### src/hw/rtl/pvp_pkg.sv
// Package for the position velocity profiler: commands, config indexes, shared types.
// No dependencies.
package pvp_pkg;

    localparam int CMD_W    = 3;
    localparam int CFG_IDX_W = 3;
    localparam int CFG_DATA_W = 32;
    localparam logic [31:0] CTRL_PERIOD_MS = 32'd20;

    localparam logic [CMD_W-1:0] CMD_PROCESS = 3'd0;
    localparam logic [CMD_W-1:0] CMD_QUERY   = 3'd1;
    localparam logic [CMD_W-1:0] CMD_TARGET  = 3'd2;
    localparam logic [CMD_W-1:0] CMD_START   = 3'd3;
    localparam logic [CMD_W-1:0] CMD_STOP    = 3'd4;

    localparam logic [CFG_IDX_W-1:0] REG_MAX_VEL   = 3'd0;
    localparam logic [CFG_IDX_W-1:0] REG_REACH_TOL = 3'd1;
    localparam logic [CFG_IDX_W-1:0] REG_SETTLE_TOL = 3'd2;
    localparam logic [CFG_IDX_W-1:0] REG_DECEL_RNG = 3'd3;
    localparam logic [CFG_IDX_W-1:0] REG_MIN_VEL   = 3'd4;
    localparam logic [CFG_IDX_W-1:0] REG_ACCEL     = 3'd5;
    localparam logic [CFG_IDX_W-1:0] REG_DECEL     = 3'd6;
    localparam logic [CFG_IDX_W-1:0] REG_HOLD      = 3'd7;

    typedef struct packed {
        logic load;      // capture request fields, compute error
        logic mul;       // multiply max_velocity by error
        logic div_start; // begin ramp division
        logic finish;    // apply state update, load result
    } pvp_cmd_t;

    typedef struct packed {
        logic need_div;  // request is a step that needs the ramp divide
        logic div_done;
    } pvp_stat_t;

endpackage

### src/hw/rtl/pvp_ctrl.sv
// Controller state machine for the profiler: sequences load, multiply, divide, finish.
// Depends on pvp_pkg.
module pvp_ctrl
    import pvp_pkg::*;
(
    input  logic      clk,
    input  logic      rst_n,
    input  logic      in_valid,
    output logic      in_ready,
    output logic      out_valid,
    input  logic      out_ready,
    input  pvp_stat_t stat,
    output pvp_cmd_t  cmd
);

    typedef enum logic [4:0] {
        S_IDLE = 5'b00001,
        S_MUL  = 5'b00010,
        S_DSTA = 5'b00100,
        S_DIV  = 5'b01000,
        S_FIN  = 5'b10000
    } state_t;

    state_t state_reg, state_next;
    logic   out_valid_reg, out_valid_next;

    // A new request may enter while the result waits; it then holds in finish until the result is taken.
    assign in_ready  = (state_reg == S_IDLE);
    assign out_valid = out_valid_reg;

    always_comb
    begin
        state_next     = state_reg;
        out_valid_next = out_valid_reg;
        cmd            = '0;
        if (out_valid_reg && out_ready)
        begin
            out_valid_next = 1'b0;
        end
        case (state_reg)
            S_IDLE:
            begin
                if (in_valid)
                begin
                    cmd.load   = 1'b1;
                    state_next = S_MUL;
                end
            end
            S_MUL:
            begin
                cmd.mul    = 1'b1;
                state_next = stat.need_div ? S_DSTA : S_FIN;
            end
            S_DSTA:
            begin
                cmd.div_start = 1'b1;
                state_next    = S_DIV;
            end
            S_DIV:
            begin
                if (stat.div_done)
                begin
                    state_next = S_FIN;
                end
            end
            S_FIN:
            begin
                // hold until the previous result has left
                if (!out_valid_next)
                begin
                    cmd.finish     = 1'b1;
                    out_valid_next = 1'b1;
                    state_next     = S_IDLE;
                end
            end
            default:
            begin
                state_next = S_IDLE;
            end
        endcase
    end

    always_ff @(posedge clk or negedge rst_n)
    begin
        if (!rst_n)
        begin
            state_reg     <= S_IDLE;
            out_valid_reg <= 1'b0;
        end
        else
        begin
            state_reg     <= state_next;
            out_valid_reg <= out_valid_next;
        end
    end

endmodule

### config.mk
export PLATFORM = sky130hd
export DESIGN_NAME = pvp_ctrl
export DESIGN_NICKNAME = d
export VERILOG_FILES = /design/src/hw/rtl/pvp_pkg.sv /design/src/hw/rtl/pvp_ctrl.sv
export SDC_FILE = /design/constraint.sdc
export NUM_CORES = 1
export LEC_CHECK = 0
export ABC_AREA = 1
export BUFFER_PORTS_ARGS = -buffer_cell sky130_fd_sc_hd__buf_2
export CAP_MARGIN = 20
export CELL_PAD_IN_SITES_DETAIL_PLACEMENT = 0
export CELL_PAD_IN_SITES_GLOBAL_PLACEMENT = 1
export CORE_AREA = 2 2 39 41
export CTS_BUF_LIST = sky130_fd_sc_hd__clkbuf_4 sky130_fd_sc_hd__clkbuf_8
export CTS_CLUSTER_DIAMETER = 50
export DETAILED_ROUTE_END_ITERATION = 10
export DIE_AREA = 0 0 41 43
export PLACE_DENSITY = 0.69
export SLEW_MARGIN = 20
export SYNTH_ARGS = -nofsm -noshare
export SYNTH_HDL_FRONTEND = slang
export SYNTH_SLANG_ARGS = --single-unit
### constraint.sdc
create_clock -name clk -period 1.45 [get_ports clk]
set_input_delay 0 -clock clk [delete_from_list [all_inputs] [get_ports clk]]
set_output_delay 0 -clock clk [all_outputs]
set_load 0.02 [all_outputs]
==> results by group <==
Status
  • Run status: completed

Route
  • Number of remaining DRC errors: 0
  • Detail Route Antenna Nets: 0
  • Post-DR vias/cell: 4.398
  • Average wire per standard cell: 9.261 um
  • Routed WL: 815 um
  • Number of DRC markers after the initial detailed-route iteration: 4
  • DR pass1 iterations: 4
  • Vias: 387

Yosys
  • Mean instance size in the synthesized netlist: 7.600 um^2
  • Synth Register Bits: 6
  • Sequential cell area fraction in the yosys report: 0.3689
  • Area share of the largest cell type after synthesis: 0.3049
  • Count of different cell masters after synthesis: 16
  • Library cell with the largest summed area after synthesis: sky130_fd_sc_hd__dfrtp_1
  • Number of warnings printed during yosys synthesis: 0
  • Prevailing post-synth register cell: sky130_fd_sc_hd__dfrtp_1
  • Cell with the most instances after synthesis: sky130_fd_sc_hd__inv_1
  • Synth top cells by count: sky130_fd_sc_hd__inv_1 (9), sky130_fd_sc_hd__nand2_1 (8), sky130_fd_sc_hd__nor2_1 (6)
  • Post-synthesis net count: 60
  • Number of enable flip-flop cells after synthesis: 0
  • Asr flop ratio synth: 1.000
  • Most area-consuming cells after synthesis: sky130_fd_sc_hd__dfrtp_1 (30%), sky130_fd_sc_hd__inv_1 (8.2%), sky130_fd_sc_hd__nor2_4 (8.2%)
  • Post-Syn Instances: 54
  • Cell area after synthesis: 410.4 um^2

Global routing
  • Maximum number of pins on one net before global-route repair: 9
  • Total grt overflow: 0
  • First-pass GRT wire length: 1311 um
  • Total global-route track usage: 0.1111
  • Initial antenna violation count: 0
  • Via count of the first global-routing pass: 355

Final layout
  • Antenna diode count: 0
  • Number of nets in the layout: 79
  • Share of final-layout standard cells stronger than drive strength 1: 0.4028
  • Area growth from synthesis to final layout: 32.93%
  • Count of fill cells added during filler insertion: 150
  • Multi-input combinational cell area: 217.7 um^2
  • Final core utilization: 0.3942
  • Area taken by flip-flops and latches: 151.4 um^2
  • Flip-flop count of the largest register, all copies and words added: 5

Setup path
  • List of cells traversed by the critical path: nand2_1, nor3_1, buf_2
  • Register-to-register setup slack: 0.32 ns
  • Critical path type: reg -> out
  • Library cell contributing the largest single delay on the critical path: sky130_fd_sc_hd__dfstp_2
  • CP Data Arrival Time: 1.25 ns
  • Element type at the critical path end: output port
  • Required time of the critical path: 1.45 ns
  • Critical Path Start Type: flip-flop
  • Delay of the slowest cell on the worst path: 0.56 ns
  • CP max FO: 3

Timing
  • Final Cycle Share: 0.8634
  • Worst Tran Pin Value: 0.1946 ns
  • Setup skew after layout: 0.008952 ns
  • Final min period: 1.252 ns
  • Final count of hold timing violations: 0
  • Setup TNS: 0 ns
  • Final Setup Violations: 0
  • Tightest slew margin relative to the limit: 0.8703
  • Final hold slack: 0.03343 ns
  • Unrepaired setup endpoints after global routing: no
  • Maximum clock frequency: 0.7987 GHz
  • Minimum setup slack in the final design: 0.1980 ns
  • Max Slew Vio Count: 0

Floorplanning
  • Initial Util: 0.2966
  • Die height: 43 um
  • Width of the die: 41 um
  • Total die area: 1763 um^2
  • Number of placement rows: 14
  • Core Area: 1384 um^2
  • # IOs: 12

Clocking
  • Post-CTS setup repair buffer count: 0
  • Clock tree from TritonCTS: built
  • Clock slew seen by the registers of the worst setup and hold paths: 0.04 ns
  • # clock sinks: 6
  • Max Root-Sink Buffers: 2
  • Clock buffers created by TritonCTS: 3
  • Worst-Skew Late Latency: 0.24 ns
  • Number of levels the H-tree was split into: 1
  • Root Buffer Master: sky130_fd_sc_hd__clkbuf_4

Placement
  • Pre-CTS WS: 0.2999 ns
  • Input/output buffers: 11
  • Routability-driven placement congestion ratio: 0.7031
  • Detailed placement HPWL: 687.2 um

Pwr
  • PwrDens: 1575 nW/um^2
  • Leakage Power: 0.3077 nW
  • Maximum vdd ir drop: 463.5 uV

Worst hold path
  • Class of the tightest hold or removal check: in -> reg

Run
  • Total of max-cap violations: 0
layer usage:
metal	wire [um]	vias up	part of all wire	GRT usage
li1	-	210	-	-
met1	359	171	0.44	0.1246
met2	430	6	0.53	0.1781
met3	26	0	0.032	0.03141
met4	0	0	0	0.06000
met5	0	-	0	0
layout by cell type, fill, tap and decap left out, types with 3 or more instances in the layout:
master,count
sky130_fd_sc_hd__buf_2,11
sky130_fd_sc_hd__inv_1,9
sky130_fd_sc_hd__nand2_1,8
sky130_fd_sc_hd__nor2_1,6
sky130_fd_sc_hd__dfrtp_1,5
sky130_fd_sc_hd__nor2_2,4
sky130_fd_sc_hd__nand4_1,4
sky130_fd_sc_hd__clkbuf_4,4
sky130_fd_sc_hd__nor2_4,3
sky130_fd_sc_hd__nand3_1,3
sky130_fd_sc_hd__dlygate4sd3_1,3
worst paths after layout:
kind                                      to         start  cells past startpoint
worst max-delay path                  cmd[3]  state_reg[0]                      3
worst min-delay path            state_reg[1]      in_valid                      3
worst max register to register  state_reg[4]  state_reg[0]                      5
worst min register to register     out_valid     out_valid                      2
max in group asynchronous       state_reg[0]         rst_n                      2
min in group asynchronous       state_reg[2]         rst_n                      2
cell type report:
cell class | instances | share of cell area
Timing Repair Buffer | 14 | 0.1560
Tap cell | 16 | 0.03670
Clock buffer | 4 | 0.05505
Inverter | 11 | 0.07569
Multi-Input combinational cell | 37 | 0.3991
Sequential cell | 6 | 0.2775
cell families (layout without fill, tap and decap cells):
family | Yosys count | count (layout) | share of synthesized area
AO/OA/AOI/OAI | 4 | 4 | 0.07927
flip-flops | 6 | 6 | 0.3689
AND/OR/NAND/NOR | 33 | 33 | 0.4512
buffers and inverters | 11 | 29 | 0.1006
power by group:
part	internal, W	switching, W
Sequential	0.000216	0.0000488
Clock	0.000123	0.0000615
Combinational	0.000147	0.000263
Total	0.000486	0.000373
critical path: cells and delay by family (launching register included):
family        cells  cell delay [ns]
flops             1             0.56
simple gates      2             0.27
buf+inv           1             0.19
through the flow:
stage | power, W | cell area (um^2) | std cells
after floorplan | 0.0005815 | 410.4 | 54
final | 0.0008594 | 545.5 | 88
after global placement | 0.0006834 | 485.5 | 81
after CTS | 0.0008787 | 545.5 | 88
after global routing | 0.0009329 | 545.5 | 88
after detailed placement | 0.0006799 | 485.5 | 81
what timing repair did:
item | in CTS | in global routing
resized for setup | 0 | 0
hold endpoints to repair | 8 | 0
hold buffers | 3 | 0
Note: power is estimated with default switching activity, not from simulation.
