`config.mk`:
```
export PLATFORM = sky130hd
export DESIGN_NAME = pvp_datapath
export DESIGN_NICKNAME = d
export VERILOG_FILES = /design/src/hw/rtl/pvp_pkg.sv /design/src/hw/rtl/pvp_datapath.sv
export SDC_FILE = /design/constraint.sdc
export NUM_CORES = 2
export LEC_CHECK = 0
export BUFFER_PORTS_ARGS = -buffer_cell sky130_fd_sc_hd__buf_2
export CORE_ASPECT_RATIO = 2
export CORE_UTILIZATION = 40
export CTS_CLUSTER_DIAMETER = 80
export CTS_CLUSTER_SIZE = 14
export DETAILED_ROUTE_END_ITERATION = 8
export PLACE_DENSITY = 0.63
export SYNTH_ARGS = -nofsm -noshare
export SYNTH_HDL_FRONTEND = slang
export SYNTH_SLANG_ARGS = --single-unit
```
`constraint.sdc`:
```
create_clock -name clk -period 11.3 [get_ports clk]
set_clock_uncertainty 0.05 [all_clocks]
set_input_delay 2.26 -clock clk [delete_from_list [all_inputs] [get_ports clk]]
set_output_delay 2.26 -clock clk [all_outputs]
set_load 0.05 [all_outputs]
```
`src/hw/rtl/pvp_pkg.sv`:
```
// Package for the position velocity profiler: commands, config indexes, shared types.
// No dependencies.
package pvp_pkg;

    localparam int CMD_W    = 3;
    localparam int CFG_IDX_W = 3;
    localparam int CFG_DATA_W = 32;
    localparam logic [31:0] CTRL_PERIOD_MS = 32'd20;

    localparam logic [CMD_W-1:0] CMD_PROCESS = 3'd0;
    localparam logic [CMD_W-1:0] CMD_QUERY   = 3'd1;
    localparam logic [CMD_W-1:0] CMD_TARGET  = 3'd2;
    localparam logic [CMD_W-1:0] CMD_START   = 3'd3;
    localparam logic [CMD_W-1:0] CMD_STOP    = 3'd4;

    localparam logic [CFG_IDX_W-1:0] REG_MAX_VEL   = 3'd0;
    localparam logic [CFG_IDX_W-1:0] REG_REACH_TOL = 3'd1;
    localparam logic [CFG_IDX_W-1:0] REG_SETTLE_TOL = 3'd2;
    localparam logic [CFG_IDX_W-1:0] REG_DECEL_RNG = 3'd3;
    localparam logic [CFG_IDX_W-1:0] REG_MIN_VEL   = 3'd4;
    localparam logic [CFG_IDX_W-1:0] REG_ACCEL     = 3'd5;
    localparam logic [CFG_IDX_W-1:0] REG_DECEL     = 3'd6;
    localparam logic [CFG_IDX_W-1:0] REG_HOLD      = 3'd7;

    typedef struct packed {
        logic load;      // capture request fields, compute error
        logic mul;       // multiply max_velocity by error
        logic div_start; // begin ramp division
        logic finish;    // apply state update, load result
    } pvp_cmd_t;

    typedef struct packed {
        logic need_div;  // request is a step that needs the ramp divide
        logic div_done;
    } pvp_stat_t;

endpackage

```
`src/hw/rtl/pvp_datapath.sv`:
```
// Datapath for the profiler: config registers, state, error, ramp multiply and
// restoring divider, slew limit and arrival logic. Depends on pvp_pkg.
module pvp_datapath
    import pvp_pkg::*;
(
    input  logic                  clk,
    input  logic                  rst_n,
    input  logic                  cfg_we,
    input  logic [CFG_IDX_W-1:0]  cfg_index,
    input  logic [CFG_DATA_W-1:0] cfg_data,
    input  logic [CMD_W-1:0]      in_command,
    input  logic [31:0]           in_now,
    input  logic [31:0]           in_pos,
    input  logic [31:0]           in_target,
    input  pvp_cmd_t              cmd,
    output pvp_stat_t             stat,
    output logic                  drive_valid,
    output logic [31:0]           target_out,
    output logic [15:0]           output_speed,
    output logic [20:0]           motor_speed,
    output logic                  busy_flag,
    output logic                  arrived_flag
);

    // configuration
    logic [15:0] max_vel_reg, min_vel_reg, accel_reg, decel_reg, hold_reg;
    logic [19:0] reach_reg, settle_reg, drange_reg;

    // block state
    logic        enabled_reg, busy_reg, arrived_reg;
    logic [31:0] last_step_reg, band_entry_reg, target_reg;
    logic [15:0] speed_reg;

    // request capture
    logic [CMD_W-1:0] op_reg;
    logic [31:0]      now_reg, tgt_in_reg;
    logic [32:0]      err_reg;
    logic             step_reg;

    // ramp
    logic [48:0] prod_reg;
    logic [48:0] quo_reg;
    logic [20:0] rem_reg;
    logic [5:0]  cnt_reg;
    logic        div_busy_reg;

    // output register
    logic        drive_reg, busy_o_reg, arr_o_reg;
    logic [31:0] tout_reg;
    logic [15:0] spd_o_reg;
    logic [20:0] mot_reg;

    logic signed [32:0] diff;
    logic [32:0]        err_abs;
    logic               step_ok;
    logic [31:0]        in_target_sel;

    assign in_target_sel = target_reg;

    assign diff    = $signed({in_target_sel[31], in_target_sel}) - $signed({in_pos[31], in_pos});
    assign err_abs = diff[32] ? 33'(-diff) : 33'(diff);
    assign step_ok = enabled_reg && ((in_now - last_step_reg) >= CTRL_PERIOD_MS);

    assign stat.need_div = step_reg && (err_reg > {13'd0, settle_reg})
                           && (err_reg < {13'd0, drange_reg});
    assign stat.div_done = !div_busy_reg;

    // restoring divide step, one quotient bit per cycle while the divider is busy
    logic [20:0] rem_sh;
    logic [21:0] rem_try;
    assign rem_sh  = {rem_reg[19:0], quo_reg[48]};
    assign rem_try = {1'b0, rem_sh} - {2'b00, drange_reg};

    // target speed
    logic [15:0] tgt_spd;
    always_comb
    begin
        if (err_reg <= {13'd0, settle_reg})
        begin
            tgt_spd = 16'd0;
        end
        else if (err_reg >= {13'd0, drange_reg})
        begin
            tgt_spd = max_vel_reg;
        end
        else if (quo_reg < {33'd0, min_vel_reg})
        begin
            tgt_spd = min_vel_reg;
        end
        else if (quo_reg > {33'd0, max_vel_reg})
        begin
            tgt_spd = max_vel_reg;
        end
        else
        begin
            tgt_spd = quo_reg[15:0];
        end
    end

    // slew limit
    logic [16:0] up_sum;
    logic [16:0] dn_gap;
    logic [15:0] new_speed;
    assign up_sum = {1'b0, speed_reg} + {1'b0, accel_reg};
    assign dn_gap = {1'b0, speed_reg} - {1'b0, tgt_spd};
    always_comb
    begin
        if (speed_reg < tgt_spd)
        begin
            new_speed = ({1'b0, tgt_spd} > up_sum) ? up_sum[15:0] : tgt_spd;
        end
        else
        begin
            new_speed = (dn_gap > {1'b0, decel_reg}) ? (speed_reg - decel_reg) : tgt_spd;
        end
    end

    logic in_band;
    logic hold_met;
    assign in_band  = err_reg <= {13'd0, reach_reg};
    assign hold_met = (now_reg - band_entry_reg) >= {16'd0, hold_reg};

    // next state on finish
    logic        en_n, busy_n, arr_n, drive_n;
    logic [31:0] last_n, band_n, tgtr_n;
    logic [15:0] spd_n;
    always_comb
    begin
        en_n    = enabled_reg;
        busy_n  = busy_reg;
        arr_n   = arrived_reg;
        last_n  = last_step_reg;
        band_n  = band_entry_reg;
        tgtr_n  = target_reg;
        spd_n   = speed_reg;
        drive_n = 1'b0;
        case (op_reg)
            CMD_PROCESS, CMD_QUERY:
            begin
                if (step_reg || (op_reg == CMD_QUERY && enabled_reg))
                begin
                    if (step_reg)
                    begin
                        drive_n = 1'b1;
                        last_n  = now_reg;
                        spd_n   = new_speed;
                    end
                    if (in_band)
                    begin
                        if (hold_met)
                        begin
                            busy_n = 1'b0;
                            arr_n  = 1'b1;
                        end
                    end
                    else
                    begin
                        busy_n = 1'b1;
                        arr_n  = 1'b0;
                        band_n = now_reg;
                    end
                end
            end
            CMD_TARGET:
            begin
                tgtr_n = tgt_in_reg;
                busy_n = 1'b1;
                arr_n  = 1'b0;
                band_n = now_reg;
            end
            CMD_START:
            begin
                en_n   = 1'b1;
                busy_n = 1'b1;
                arr_n  = 1'b0;
                band_n = now_reg;
            end
            CMD_STOP:
            begin
                en_n   = 1'b0;
                busy_n = 1'b0;
                arr_n  = 1'b1;
                spd_n  = 16'd0;
            end
            default:
            begin
                en_n = enabled_reg;
            end
        endcase
    end

    always_ff @(posedge clk or negedge rst_n)
    begin
        if (!rst_n)
        begin
            max_vel_reg    <= 16'd45875;
            reach_reg      <= 20'd1229;
            settle_reg     <= 20'd51;
            drange_reg     <= 20'd12288;
            min_vel_reg    <= 16'd11796;
            accel_reg      <= 16'd3277;
            decel_reg      <= 16'd3277;
            hold_reg       <= 16'd80;
            enabled_reg    <= 1'b0;
            busy_reg       <= 1'b0;
            arrived_reg    <= 1'b1;
            last_step_reg  <= 32'd0;
            band_entry_reg <= 32'd0;
            target_reg     <= 32'd0;
            speed_reg      <= 16'd0;
            div_busy_reg   <= 1'b0;
            cnt_reg        <= 6'd0;
        end
        else
        begin
            if (cfg_we)
            begin
                case (cfg_index)
                    REG_MAX_VEL:    max_vel_reg <= cfg_data[15:0];
                    REG_REACH_TOL:  reach_reg   <= cfg_data[19:0];
                    REG_SETTLE_TOL: settle_reg  <= cfg_data[19:0];
                    REG_DECEL_RNG:  drange_reg  <= cfg_data[19:0];
                    REG_MIN_VEL:    min_vel_reg <= cfg_data[15:0];
                    REG_ACCEL:      accel_reg   <= cfg_data[15:0];
                    REG_DECEL:      decel_reg   <= cfg_data[15:0];
                    REG_HOLD:       hold_reg    <= cfg_data[15:0];
                    default:        hold_reg    <= hold_reg;
                endcase
            end
            if (cmd.div_start)
            begin
                div_busy_reg <= 1'b1;
                cnt_reg      <= 6'd0;
            end
            else if (div_busy_reg)
            begin
                cnt_reg <= cnt_reg + 6'd1;
                if (cnt_reg == 6'd48)
                begin
                    div_busy_reg <= 1'b0;
                end
            end
            if (cmd.finish)
            begin
                enabled_reg    <= en_n;
                busy_reg       <= busy_n;
                arrived_reg    <= arr_n;
                last_step_reg  <= last_n;
                band_entry_reg <= band_n;
                target_reg     <= tgtr_n;
                speed_reg      <= spd_n;
            end
        end
    end

    // payload registers
    always_ff @(posedge clk)
    begin
        if (cmd.load)
        begin
            op_reg     <= in_command;
            now_reg    <= in_now;
            tgt_in_reg <= in_target;
            err_reg    <= err_abs;
            step_reg   <= (in_command == CMD_PROCESS) && step_ok;
        end
        if (cmd.mul)
        begin
            // error below decel_range fits 20 bits when the divide is used
            prod_reg <= 49'(max_vel_reg * err_reg[19:0]);
        end
        if (cmd.div_start)
        begin
            quo_reg <= prod_reg;
            rem_reg <= 21'd0;
        end
        else if (div_busy_reg)
        begin
            if (!rem_try[21])
            begin
                rem_reg <= rem_try[20:0];
                quo_reg <= {quo_reg[47:0], 1'b1};
            end
            else
            begin
                rem_reg <= rem_sh;
                quo_reg <= {quo_reg[47:0], 1'b0};
            end
        end
        if (cmd.finish)
        begin
            drive_reg  <= drive_n;
            tout_reg   <= tgtr_n;
            spd_o_reg  <= spd_n;
            mot_reg    <= 21'(({5'd0, spd_n} << 5) - ({5'd0, spd_n} << 1));
            busy_o_reg <= en_n && busy_n;
            arr_o_reg  <= arr_n;
        end
    end

    assign drive_valid  = drive_reg;
    assign target_out   = tout_reg;
    assign output_speed = spd_o_reg;
    assign motor_speed  = mot_reg;
    assign busy_flag    = busy_o_reg;
    assign arrived_flag = arr_o_reg;

endmodule

```
==> flow_summary.ini <==
[status]
status = finished, final reports clean

[route]
route.met3.wl_mm = 5.446
wl_mm = 123.1
drcViolationCount = 0
ant_nets = 0
routedLengthMet1_mm = 43.01
routed.top_layer = met5
firstDrtPassIters = 5
drt_iter0_drc = 1686
vias = 33320
wl_met2_mm = 66.01
vias_per_cell = 5.532
avgRoutedWirePerCell_um = 20.43

[setup_path]
cp_slowest_stage_delay_ns = 0.87
worstPathArrival_ns = 10.64
cp_max_fo = 20
cp_common_cell = nand2_1
cp_slowest_cell = dfstp_2
critPathRequiredTime_ns = 11.68
crit_path_end_kind = flop
critPathKind = reg2reg
cp-start-kind = flop

[sta]
rsz0062_at_grt = no
setup_viol = 0
fmax_mhz = 97.51
finalHoldViolations = 0
maxSlewViolCount = 0
min_period_over_period_pct = 90.76
tightest_slew_ns = 1.117
max_slew_margin_pct = 25.17
min_period_ns = 10.26
tns_ns = 0

[finish]
drive_above_1_share_pct = 13.96
multiInputGateArea_sq_um = 26160
regArea_sq_um = 14700
area_delta_synth_final_pct = 9.831
fill_cells = 10438
layout.nets = 5419
largest_reg_flops = 49

[clocking]
cts_buffer_depth = 3
clock_sinks = 538
cts-root-buf = clkbuf_16
cts_setup_buffers = 0
hold_buffers = 0
clkTransAtPathRegs_ns = 0.08
cts_repair_resize_count = 0
cts_inserted_buffers = 46
clk_latency_ns = 0.67
cts_tree = built
htreeDepth = 2

[die]
num_rows = 171
start_util_pct = 40.26
dieArea_sq_um = 110400
io_pins = 215
die_w_um = 235.4
core_area_sq_um = 108300
fp.dieH_um = 468.8

[yosys]
synth_area_sq_um = 43590
synthFlopType = edfxtp_1
avgSynthCellArea_sq_um = 9.875
yosysSeqAreaShare_pct = 33.72
ys_ff_latch = 538
yosys.cell_types.count = 98
synth_nets = 5236
async_flop_share_pct = 48.70
syn_inst = 4414
synth_warnings = 0
synth_edf_count = 256

[place]
routabilityCongestion = 0.9703
port_buffers = 201
dp_hpwl_mm = 95.98

[grt]
antenna_found_initial = 6
first_global_vias = 34451
overflow = 0
grt.total_usage_pct = 22.24
grt_max_degree = 94
grt_first_pass_wirelength_mm = 189.8

[flow_run]
cap_violations = 0

[min_path]
hold_path.class = reg2reg
==> worst paths after layout <==
| kind | from | end | slack, ns | cells past startpoint |
|---|---|---|---|---|
| worst max register to register | max_vel_reg[13] | motor_speed[17] | 1.04 | 38 |
| min in group asynchronous | rst_n | decel_reg[4] | 1.53 | 1 |
| worst min-delay path | band_entry_reg[10] | band_entry_reg[10] | 0.45 | 1 |
| worst min register to register | band_entry_reg[10] | band_entry_reg[10] | 0.45 | 1 |
| max in group asynchronous | rst_n | in_target_sel[5] | 7.54 | 3 |
| worst max-delay path | max_vel_reg[13] | motor_speed[17] | 1.04 | 38 |
==> stage by stage <==
stage          instances  utilization, %  cell area (sq um)  hold WS, ns  setup slack [ns]
6_report            6023           44.22              47870       0.4547             1.044
5_1_grt             6020           44.21              47870       0.4679            0.4471
4_1_cts             6019           44.21              47860       0.4577             1.169
3_5_place_dp        5933           42.88              46430       0.4432             1.158
3_3_place_gp        5933           42.88              46430       0.4362             1.208
2_1_floorplan       4414               -              43590       0.4234             2.076
==> worst max-delay path, delay by kind of cell, from the launching register on <==
family                   cells  cell delay, ns
XOR/XNOR                     1            0.09
AND/OR/NAND/NOR             12            2.82
flip-flops                   1            0.87
AO/OA/AOI/OAI               17            4.27
buffers and inverters        4            0.69
adder cells (fa/ha/maj)      4            1.23
==> synthesized netlist by cell type (70+ instances only) <==
cell type	instances	share of area, %
ha_1	424	12
xnor2_1	121	2.4
dfrtp_1	218	13
nand2_1	404	3.5
a21oi_1	212	2.4
and2_1	149	2.1
a21o_1	97	1.7
clkbuf_1	132	1.1
o21ai_0	239	2.7
nor3_1	70	0.80
mux2_2	207	5.3
fa_1	257	12
inv_1	589	5.1
edfxtp_1	256	18
nor2_1	206	1.8
==> placed cells by master, fill, tap and decap left out, types with 28 or more instances in the layout <==
cell / netlist / final
inv_1: 589 / 589
ha_1: 424 / 424
nand2_1: 404 / 404
fa_1: 257 / 257
edfxtp_1: 256 / 256
o21ai_0: 239 / 239
dfrtp_1: 218 / 218
a21oi_1: 212 / 212
mux2_2: 207 / 207
nor2_1: 206 / 206
buf_2: 4 / 198
and2_1: 149 / 148
xnor2_1: 121 / 121
a21o_1: 97 / 97
buf_4: 2 / 80
nor3_1: 70 / 67
nand3_1: 57 / 57
xor2_1: 56 / 56
nor2b_1: 55 / 55
clkbuf_16: 0 / 48
dfstp_2: 44 / 44
a211oi_1: 42 / 42
o21a_1: 35 / 35
nand4_1: 34 / 34
nand2b_1: 34 / 34
clkbuf_1: 132 / 28
==> layout make-up <==
class	instances	share of cell area, %
Timing Repair Buffer	280	3.379
Tap cell	1384	3.617
Clock buffer	80	2.825
Sequential cell	538	30.70
Antenna cell	4	0.02091
Inverter	592	4.642
Clock inverter	6	0.1777
Multi-Input combinational cell	3139	54.63
==> kinds of logic (layout without fill, tap and decap cells) <==
group	count (synthesis)	count (layout)	synth area share, %
other cells	1	5	0.008603
compound gates	909	909	13.65
xor+xnor	177	177	3.557
flops	538	538	33.72
mux	233	233	5.945
buf+inv	737	958	6.375
fa+ha+maj	682	682	24.00
simple gates	1137	1137	12.74
==> metal layers <==
metal / vias up / track usage (%)
li1: 15599 / -
met1: 16352 / 22.13
met2: 960 / 42.86
met3: 403 / 2.881
met4: 6 / 14.68
met5: - / 0
Power is not shown: default switching activity piles up to over one toggle a cycle in this logic, so the estimate is an artifact.
